[src/hw/rtl/hfi_pkg.sv]
`default_nettype none
package hfi_pkg;

   // Conversion kind codes
   localparam logic KIND_SINGLE = 1'b0;
   localparam logic KIND_DOUBLE = 1'b1;

   // Field widths
   localparam int unsigned FRAC_W  = 56;
   localparam int unsigned HEXP_W  = 7;
   localparam int unsigned LZ_W    = 6;
   localparam int unsigned BEXP_W  = 12;
   localparam int unsigned MANT_W  = 52;
   localparam int unsigned NBYTES  = 7;

   // Exponent rebasing: bexp = 4*E + offset - lz
   //   single: 4*(E-64) - 1 - lz + 127
   //   double: 4*(E-64) - (lz+1) + 1023
   localparam logic signed [BEXP_W-1:0] SGL_EXP_OFFSET = -12'sd130;
   localparam logic signed [BEXP_W-1:0] DBL_EXP_OFFSET = 12'sd766;

   // Saturation thresholds (all-ones exponent code)
   localparam logic signed [BEXP_W-1:0] SGL_EXP_SAT = 12'sd255;
   localparam logic signed [BEXP_W-1:0] DBL_EXP_SAT = 12'sd2047;

   // Largest finite magnitudes
   localparam logic [30:0] SGL_MAX_MAG = 31'h7F7F_FFFF;
   localparam logic [62:0] DBL_MAX_MAG = 63'h7FEF_FFFF_FFFF_FFFF;

   // Decoded word, stage 1
   typedef struct packed {
      logic              valid;
      logic              kind;
      logic              sign;
      logic              zero;
      logic [HEXP_W-1:0] expo;
      logic [FRAC_W-1:0] frac;
   } hfi_dec_type;

   // Word with leading-zero count, stage 3
   typedef struct packed {
      logic              valid;
      logic              kind;
      logic              sign;
      logic              zero;
      logic [HEXP_W-1:0] expo;
      logic [FRAC_W-1:0] frac;
      logic [LZ_W-1:0]   lz;
   } hfi_norm_type;

   // Normalized mantissa and rebased exponent, stage 4
   typedef struct packed {
      logic                     valid;
      logic                     kind;
      logic                     sign;
      logic                     zero;
      logic signed [BEXP_W-1:0] bexp;
      logic [MANT_W-1:0]        mant;
   } hfi_scaled_type;

endpackage
`default_nettype wire

[src/hw/rtl/hfi_if.sv]
`default_nettype none
// Request channel: one IBM word per beat
interface hfi_req_if;
   logic        valid;
   logic        ready;
   logic        kind;
   logic [63:0] raw_word;

   modport source (output valid, output kind, output raw_word, input ready);
   modport sink   (input valid, input kind, input raw_word, output ready);
endinterface

// Response channel: one IEEE pattern per beat
interface hfi_rsp_if;
   logic        valid;
   logic        ready;
   logic [63:0] ieee_bits;

   modport source (output valid, output ieee_bits, input ready);
   modport sink   (input valid, input ieee_bits, output ready);
endinterface
`default_nettype wire

[src/hw/rtl/ibm_hex_float_to_ieee.sv]
`default_nettype none
// IBM hexadecimal float to IEEE 754 converter.
//
// req_ch (sink): one beat carries kind and raw_word. kind selects single
//   (IBM word in raw_word[31:0], binary32 result) or double (64-bit word,
//   binary64 result). Upper bits of raw_word are ignored for single.
// rsp_ch (source): one beat per request, in order, carries ieee_bits;
//   single results sit in the low 32 bits with the upper half zero.
// Pipeline: the request beat passes through the decode, byte leading-zero
//   count, byte select, shift/rebase and pack registers to the response beat.
// Throughput: one word per cycle while the response is not held; every
//   stage is a plain register stage and the pipeline has no loops.
// Stall: when the response is held (valid and not ready) the whole
//   pipeline freezes and req_ch.ready drops in the same cycle; nothing is
//   lost or repeated. ready is high whenever the output register is empty
//   or being drained.
// Reset: synchronous, clears all stage valid bits; the block takes a beat
//   in the first cycle after reset.
// Rounding is toward zero; overflow saturates to the largest finite value,
//   underflow gives signed zero.
module ibm_hex_float_to_ieee
   import hfi_pkg::*;
(
   input  wire logic   clock,
   input  wire logic   reset,
   hfi_req_if.sink     req_ch,
   hfi_rsp_if.source   rsp_ch
);

   logic           enable;
   logic           out_valid;
   logic [63:0]    out_bits;
   hfi_dec_type    dec;
   hfi_norm_type   norm;
   hfi_scaled_type scaled;

   // Global advance: output empty or taken this cycle
   assign enable       = !out_valid || rsp_ch.ready;
   assign req_ch.ready = enable;

   hfi_decode u_decode (
      .clock    (clock),
      .reset    (reset),
      .enable   (enable),
      .in_valid (req_ch.valid),
      .kind     (req_ch.kind),
      .raw_word (req_ch.raw_word),
      .dec_ff   (dec)
   );

   hfi_lzc u_lzc (
      .clock   (clock),
      .reset   (reset),
      .enable  (enable),
      .dec     (dec),
      .norm_ff (norm)
   );

   hfi_shift u_shift (
      .clock     (clock),
      .reset     (reset),
      .enable    (enable),
      .norm      (norm),
      .scaled_ff (scaled)
   );

   hfi_pack u_pack (
      .clock        (clock),
      .reset        (reset),
      .enable       (enable),
      .scaled       (scaled),
      .out_valid_ff (out_valid),
      .out_bits_ff  (out_bits)
   );

   assign rsp_ch.valid     = out_valid;
   assign rsp_ch.ieee_bits = out_bits;

endmodule
`default_nettype wire

[src/hw/rtl/hfi_decode.sv]
`default_nettype none
module hfi_decode
   import hfi_pkg::*;
(
   input  wire logic          clock,
   input  wire logic          reset,
   input  wire logic          enable,
   input  wire logic          in_valid,
   input  wire logic          kind,
   input  wire logic [63:0]   raw_word,
   output hfi_dec_type        dec_ff
);

   hfi_dec_type dec_in;

   // Split the word; single fraction is left-aligned into 56 bits
   always_comb begin
      dec_in.valid = in_valid;
      dec_in.kind  = kind;
      if (kind == KIND_DOUBLE) begin
         dec_in.sign = raw_word[63];
         dec_in.expo = raw_word[62:56];
         dec_in.frac = raw_word[55:0];
      end else begin
         dec_in.sign = raw_word[31];
         dec_in.expo = raw_word[30:24];
         dec_in.frac = {raw_word[23:0], 32'd0};
      end
      // signed zero and IBM zero both reduce to the sign alone
      dec_in.zero = (dec_in.frac == '0);
   end

   always_ff @(posedge clock) begin
      if (reset) begin
         dec_ff.valid <= 1'b0;
      end else if (enable) begin
         dec_ff <= dec_in;
      end
   end

endmodule
`default_nettype wire

[src/hw/rtl/hfi_lzc.sv]
`default_nettype none
module hfi_lzc
   import hfi_pkg::*;
(
   input  wire logic   clock,
   input  wire logic   reset,
   input  wire logic   enable,
   input  wire hfi_dec_type dec,
   output hfi_norm_type norm_ff
);

   // leading zeros inside one byte (don't care when byte is zero)
   function automatic logic [2:0] byte_lz(input logic [7:0] b);
      logic [2:0] n;
      n = 3'd0;
      for (int i = 0; i < 8; i++) begin
         if (b[i]) n = 3'(7 - i);
      end
      return n;
   endfunction

   hfi_dec_type        dec2_ff;
   logic [2:0]         blz_ff [NBYTES];
   logic [2:0]         blz_in [NBYTES];
   logic [NBYTES-1:0]  bnz_ff;
   logic [NBYTES-1:0]  bnz_in;
   hfi_norm_type       norm_in;

   // Stage 2: per-byte zero flag and leading-zero count
   always_comb begin
      for (int k = 0; k < NBYTES; k++) begin
         bnz_in[k] = (dec.frac[8*k +: 8] != 8'd0);
         blz_in[k] = byte_lz(dec.frac[8*k +: 8]);
      end
   end

   always_ff @(posedge clock) begin
      if (reset) begin
         dec2_ff.valid <= 1'b0;
      end else if (enable) begin
         dec2_ff <= dec;
         bnz_ff  <= bnz_in;
         for (int k = 0; k < NBYTES; k++) begin
            blz_ff[k] <= blz_in[k];
         end
      end
   end

   // Stage 3: pick highest nonzero byte, byte 6 is the top of the fraction
   always_comb begin
      norm_in.valid = dec2_ff.valid;
      norm_in.kind  = dec2_ff.kind;
      norm_in.sign  = dec2_ff.sign;
      norm_in.zero  = dec2_ff.zero;
      norm_in.expo  = dec2_ff.expo;
      norm_in.frac  = dec2_ff.frac;
      norm_in.lz    = '0;
      for (int k = 0; k < NBYTES; k++) begin
         if (bnz_ff[k]) norm_in.lz = {3'(NBYTES - 1 - k), blz_ff[k]};
      end
   end

   always_ff @(posedge clock) begin
      if (reset) begin
         norm_ff.valid <= 1'b0;
      end else if (enable) begin
         norm_ff <= norm_in;
      end
   end

endmodule
`default_nettype wire

[src/hw/rtl/hfi_shift.sv]
`default_nettype none
module hfi_shift
   import hfi_pkg::*;
(
   input  wire logic     clock,
   input  wire logic     reset,
   input  wire logic     enable,
   input  wire hfi_norm_type norm,
   output hfi_scaled_type scaled_ff
);

   logic [FRAC_W-1:0]        shifted;
   logic signed [BEXP_W-1:0] exp4;
   logic signed [BEXP_W-1:0] offset;
   hfi_scaled_type           scaled_in;

   // Leading one lands on bit 55; keep the 52 bits below it
   always_comb begin
      shifted = norm.frac << norm.lz;
      exp4    = $signed({3'b000, norm.expo, 2'b00});
      offset  = (norm.kind == KIND_DOUBLE) ? DBL_EXP_OFFSET : SGL_EXP_OFFSET;

      scaled_in.valid = norm.valid;
      scaled_in.kind  = norm.kind;
      scaled_in.sign  = norm.sign;
      scaled_in.zero  = norm.zero;
      scaled_in.bexp  = exp4 + offset - $signed({6'd0, norm.lz});
      scaled_in.mant  = shifted[FRAC_W-2:3];
   end

   always_ff @(posedge clock) begin
      if (reset) begin
         scaled_ff.valid <= 1'b0;
      end else if (enable) begin
         scaled_ff <= scaled_in;
      end
   end

endmodule
`default_nettype wire

[src/hw/rtl/hfi_pack.sv]
`default_nettype none
module hfi_pack
   import hfi_pkg::*;
(
   input  wire logic        clock,
   input  wire logic        reset,
   input  wire logic        enable,
   input  wire hfi_scaled_type scaled,
   output logic             out_valid_ff,
   output logic [63:0]      out_bits_ff
);

   logic [63:0] out_bits_in;

   // Saturate, flush to zero, or assemble the IEEE pattern
   always_comb begin
      if (scaled.kind == KIND_DOUBLE) begin
         if (scaled.zero || scaled.bexp <= 12'sd0) begin
            out_bits_in = {scaled.sign, 63'd0};
         end else if (scaled.bexp >= DBL_EXP_SAT) begin
            out_bits_in = {scaled.sign, DBL_MAX_MAG};
         end else begin
            out_bits_in = {scaled.sign, scaled.bexp[10:0], scaled.mant};
         end
      end else begin
         if (scaled.zero || scaled.bexp <= 12'sd0) begin
            out_bits_in = {32'd0, scaled.sign, 31'd0};
         end else if (scaled.bexp >= SGL_EXP_SAT) begin
            out_bits_in = {32'd0, scaled.sign, SGL_MAX_MAG};
         end else begin
            out_bits_in = {32'd0, scaled.sign, scaled.bexp[7:0],
                           scaled.mant[MANT_W-1 -: 23]};
         end
      end
   end

   // Output register
   always_ff @(posedge clock) begin
      if (reset) begin
         out_valid_ff <= 1'b0;
      end else if (enable) begin
         out_valid_ff <= scaled.valid;
         out_bits_ff  <= out_bits_in;
      end
   end

endmodule
`default_nettype wire

[src/flat_wrapper.sv]
// flat-port wrapper written by rule: the top's interface ports become plain ports
module ibm_hex_float_to_ieee_flat import hfi_pkg::*;
  (clock, reset, req_ch_valid, req_ch_kind, req_ch_raw_word, req_ch_ready, rsp_ch_valid, rsp_ch_ieee_bits, rsp_ch_ready);
  hfi_req_if req_ch_i ();
  hfi_rsp_if rsp_ch_i ();
  input  wire logic clock;
  input  wire logic reset;
  input wire logic [$bits(req_ch_i.valid)-1:0] req_ch_valid;
  input wire logic [$bits(req_ch_i.kind)-1:0] req_ch_kind;
  input wire logic [$bits(req_ch_i.raw_word)-1:0] req_ch_raw_word;
  output wire logic [$bits(req_ch_i.ready)-1:0] req_ch_ready;
  output wire logic [$bits(rsp_ch_i.valid)-1:0] rsp_ch_valid;
  output wire logic [$bits(rsp_ch_i.ieee_bits)-1:0] rsp_ch_ieee_bits;
  input wire logic [$bits(rsp_ch_i.ready)-1:0] rsp_ch_ready;
  assign req_ch_i.valid = req_ch_valid;
  assign req_ch_i.kind = req_ch_kind;
  assign req_ch_i.raw_word = req_ch_raw_word;
  assign req_ch_ready = req_ch_i.ready;
  assign rsp_ch_valid = rsp_ch_i.valid;
  assign rsp_ch_ieee_bits = rsp_ch_i.ieee_bits;
  assign rsp_ch_i.ready = rsp_ch_ready;
  ibm_hex_float_to_ieee u_core (.clock(clock), .reset(reset), .req_ch(req_ch_i), .rsp_ch(rsp_ch_i));
endmodule
[config.mk]
export PLATFORM = sky130hd
export DESIGN_NAME = ibm_hex_float_to_ieee_flat
export DESIGN_NICKNAME = d
export VERILOG_FILES = /design/src/hw/rtl/hfi_pkg.sv /design/src/hw/rtl/hfi_if.sv /design/src/hw/rtl/ibm_hex_float_to_ieee.sv /design/src/hw/rtl/hfi_decode.sv /design/src/hw/rtl/hfi_lzc.sv /design/src/hw/rtl/hfi_shift.sv /design/src/hw/rtl/hfi_pack.sv /design/src/flat_wrapper.sv
export SDC_FILE = /design/constraint.sdc
export NUM_CORES = 1
export LEC_CHECK = 0
export BUFFER_PORTS_ARGS = -buffer_cell sky130_fd_sc_hd__buf_2
export CORE_ASPECT_RATIO = 1.75
export CORE_MARGIN = 2
export CORE_UTILIZATION = 45
export DETAILED_ROUTE_END_ITERATION = 8
export PLACE_DENSITY = 0.72
export SLEW_MARGIN = 20
export SYNTH_ARGS = -nofsm -noshare
export SYNTH_HDL_FRONTEND = slang
export SYNTH_HIERARCHICAL = 1
export SYNTH_SLANG_ARGS = --single-unit
[constraint.sdc]
create_clock -name clock -period 12.7 [get_ports clock]
set_input_delay 1.27 -clock clock [delete_from_list [all_inputs] [get_ports clock]]
set_output_delay 1.27 -clock clock [all_outputs]
set_load 0.03 [all_outputs]
==> impl_metrics.prom <==
# TYPE chip_impl_metric gauge
chip_impl_metric{name="fraction_of_power_consumed_by_combinational_cells",unit="%"} 13.4
chip_impl_metric{name="drtPass1Iterations",unit=""} 5
chip_impl_metric{name="syn2layout_area_growth",unit="%"} 11.41
chip_impl_metric{name="detail_route.wl_per_cell",unit="um"} 22.49
chip_impl_metric{name="post_cts.resized_instances",unit=""} 0
chip_impl_metric{name="top_level_ports",unit=""} 135
chip_impl_info{name="critPathSlowestCell",value="sky130_fd_sc_hd__buf_4"} 1
chip_impl_metric{name="num-nets-final",unit=""} 1456
chip_impl_metric{name="detailed_place.area",unit="um^2"} 18820
chip_impl_metric{name="site_row_count",unit=""} 96
chip_impl_metric{name="htree_levels",unit=""} 1
chip_impl_metric{name="tritoncts.num_buffers",unit=""} 31
chip_impl_metric{name="totalWireLength",unit="um"} 42440
chip_impl_info{name="crit_family",value="buffers and inverters"} 1
chip_impl_metric{name="clock_sink_count",unit=""} 366
chip_impl_metric{name="period_minus_slack",unit="ns"} 3.805
chip_impl_metric{name="grtUsageTotal",unit="%"} 20.53
chip_impl_metric{name="finish.cell_count_without_fillers",unit=""} 1887
chip_impl_metric{name="diodes",unit=""} 0
chip_impl_info{name="tritoncts",value="done"} 1
chip_impl_info{name="criticalPathCategory",value="in -> reg"} 1
chip_impl_info{name="cp_cell_instances",value="buf_2, nand2b_1, nor2b_4, buf_4, buf_4"} 1
chip_impl_metric{name="timing.final.hold_violations",unit=""} 0
chip_impl_metric{name="maximum_clock_frequency",unit="GHz"} 0.2628
chip_impl_metric{name="global_route.overflow_total",unit=""} 0
chip_impl_metric{name="die_height",unit="um"} 267.4
chip_impl_metric{name="vias",unit=""} 11075
chip_impl_metric{name="powerDensity",unit="nW/um^2"} 142.1
chip_impl_metric{name="dp_cells",unit=""} 1829
chip_impl_info{name="critical_path.startpoint_type",value="input port"} 1
chip_impl_info{name="timing.hold.worst.start",value="u_core/u_lzc/dec2_ff[54]"} 1
chip_impl_info{name="layout.cells.most_common_list",value="361 x sky130_fd_sc_hd__edfxtp_1, 134 x sky130_fd_sc_hd__buf_2, 92 x sky130_fd_sc_hd__nand2_1, 62 x sky130_fd_sc_hd__mux4_2, 59 x sky130_fd_sc_hd__nor2_1"} 1
chip_impl_info{name="outcome",value="complete, no violations"} 1
chip_impl_metric{name="syn-cell-area",unit="um^2"} 17840
chip_impl_metric{name="antenna_found_initial",unit=""} 0
chip_impl_metric{name="min_period_over_period",unit="%"} 29.96
chip_impl_metric{name="maxSlewViolCount",unit=""} 0
chip_impl_metric{name="worstPathMaxFanout",unit=""} 71
chip_impl_metric{name="post_route_core_utilization",unit="%"} 50.75
chip_impl_metric{name="min_path_cells",unit=""} 0
chip_impl_info{name="hold_path.class",value="reg -> reg"} 1
chip_impl_metric{name="wire_length_of_the_first_global_routing_pass",unit="um"} 64970
chip_impl_metric{name="fin_setup_tns",unit="ns"} 0
chip_impl_metric{name="chipWidth",unit="um"} 154.5
chip_impl_metric{name="worst_slew_margin_rel",unit="%"} 30.88
chip_impl_info{name="grt_setup_unrepaired",value="false"} 1
chip_impl_metric{name="start_util",unit="%"} 45.55
chip_impl_metric{name="timing.reg2reg.worst_path_depth",unit=""} 4
chip_impl_metric{name="route.detailed.drc",unit=""} 0
chip_impl_metric{name="die-area",unit="um^2"} 41310
chip_impl_metric{name="post_synth_inst_count",unit=""} 1266
chip_impl_metric{name="cp_data_required_time",unit="ns"} 12.91
chip_impl_metric{name="post_cts_hold_buffer_count",unit=""} 0
chip_impl_metric{name="grt_start_max_net_pins",unit=""} 72
chip_impl_metric{name="p_leak",unit="nW"} 7.248
chip_impl_metric{name="drt_first_iter_violations",unit=""} 734
chip_impl_metric{name="number_of_global_route_vias_before_repair",unit=""} 11238
chip_impl_info{name="crit_path_frequent_cell",value="sky130_fd_sc_hd__buf_4"} 1
chip_impl_metric{name="postSynthAreaPerCell",unit="um^2"} 14.09
chip_impl_metric{name="ant_nets",unit=""} 0
chip_impl_metric{name="timing.critical_path.depth",unit=""} 5
chip_impl_metric{name="share_seq_of_total_power",unit="%"} 52.5
chip_impl_metric{name="final_setup_violating_endpoints",unit=""} 0
chip_impl_metric{name="cell_area_after_layout",unit="um^2"} 19870
chip_impl_metric{name="worstPathBufferInverterCount",unit=""} 3
chip_impl_metric{name="cell_internal_pwr",unit="mW"} 2.125
chip_impl_metric{name="vdd_ir_max",unit="mV"} 0.1059
chip_impl_metric{name="p_switching",unit="mW"} 0.6986
chip_impl_metric{name="port_buffers",unit=""} 134
chip_impl_metric{name="cap_viol_max_count",unit=""} 0
chip_impl_info{name="clk_root_buffer_cell",value="sky130_fd_sc_hd__clkbuf_16"} 1
chip_impl_info{name="final_common_cell",value="sky130_fd_sc_hd__edfxtp_1"} 1
chip_impl_metric{name="clkPwrFrac",unit="%"} 34.1
chip_impl_metric{name="via_per_inst",unit=""} 5.869
chip_impl_metric{name="timing.critical_path.slowest_cell_delay",unit="ns"} 0.77
chip_impl_metric{name="drive_gt1_share",unit="%"} 24.98
chip_impl_metric{name="clk_skew",unit="ns"} 0.01445
chip_impl_metric{name="number_of_warning_messages_in_the_yosys_log",unit=""} 6
chip_impl_metric{name="fp.coreArea",unit="um^2"} 39160
chip_impl_metric{name="worst_slew_pin_slew",unit="ns"} 1.037
chip_impl_metric{name="hpwl",unit="um"} 32370
chip_impl_metric{name="cts-root-to-sink-buffers",unit=""} 3
chip_impl_metric{name="p_sw_share",unit="%"} 24.74
chip_impl_metric{name="worst-endpoint-arrival",unit="ns"} 4.01
chip_impl_info{name="crit_start",value="rsp_ch_ready"} 1
chip_impl_metric{name="cts_post_setup_buffers_inserted",unit=""} 0
chip_impl_metric{name="clk_transition_reported_paths",unit="ns"} 0.07
chip_impl_metric{name="fillCellCount",unit=""} 3314
chip_impl_info{name="critical_path.endpoint_type",value="register"} 1
chip_impl_metric{name="clock_insertion_delay_worst_skew",unit="ns"} 0.58
chip_impl_metric{name="syn-num-nets",unit=""} 1350
chip_impl_metric{name="routabilityCongestion",unit=""} 0.9300
chip_impl_info{name="worstReg2RegStart",value="u_core/u_pack/out_valid_ff"} 1
[area by class of cell]
class,count,area (um^2),share of cell area [%]
timing repair buffer,154,824.5,4.149
sequential,366,10940,55.06
multi-input combinational,773,6277,31.59
clock buffer,36,794.5,3.998
tap,490,613.1,3.085
clock inverter,22,249.0,1.253
inverter,46,172.7,0.8689
[power groups by stage]
stage | combinational (mW) | sequential (mW) | clock [mW]
floorplan | 0.243 | 1.52 | 0
global placement | 0.372 | 1.50 | 0
detailed placement | 0.376 | 1.51 | 0
CTS | 0.377 | 1.48 | 0.984
global route | 0.406 | 1.49 | 1.03
finish | 0.379 | 1.48 | 0.964
[layer usage]
metal | vias up | GRT usage, % | wire [um]
met5 | - | 0 | 0
met4 | 0 | 12.91 | 2876
met3 | 126 | 1.990 | 1567
met2 | 377 | 40.01 | 23480
met1 | 5369 | 20.58 | 14510
li1 | 5203 | - | -
[flip-flops by register name, indices dropped and copies added (netlist names)]
signal	flops
u_core/u_pack/out_valid_ff	1
u_core/u_lzc/dec2_ff	66
u_core/u_shift/scaled_ff	68
u_core/u_lzc/norm_ff	72
u_core/u_lzc/blz_ff	21
u_core/u_decode/dec_ff	67
u_core/u_lzc/bnz_ff	7
u_core/u_pack/out_bits_ff	64
[worst paths after layout]
check             slack (ns)                       end
hold reg to reg         0.42  u_core/u_lzc/norm_ff[60]
setup reg to reg        9.38  u_core/u_lzc/dec2_ff[59]
setup / recovery        8.90  u_core/u_lzc/dec2_ff[59]
hold / removal          0.42  u_core/u_lzc/norm_ff[60]
[stage by stage]
step	hold slack, ns	setup slack, ns	power, mW
CTS	0.4195	8.856	2.843
global placement	0.4016	8.315	1.877
floorplan	0.4003	2.930	1.763
detailed placement	0.4045	8.252	1.884
finish	0.4176	8.895	2.824
global route	0.4191	8.594	2.926
No activity file was read; power rests on OpenSTA's default activity.
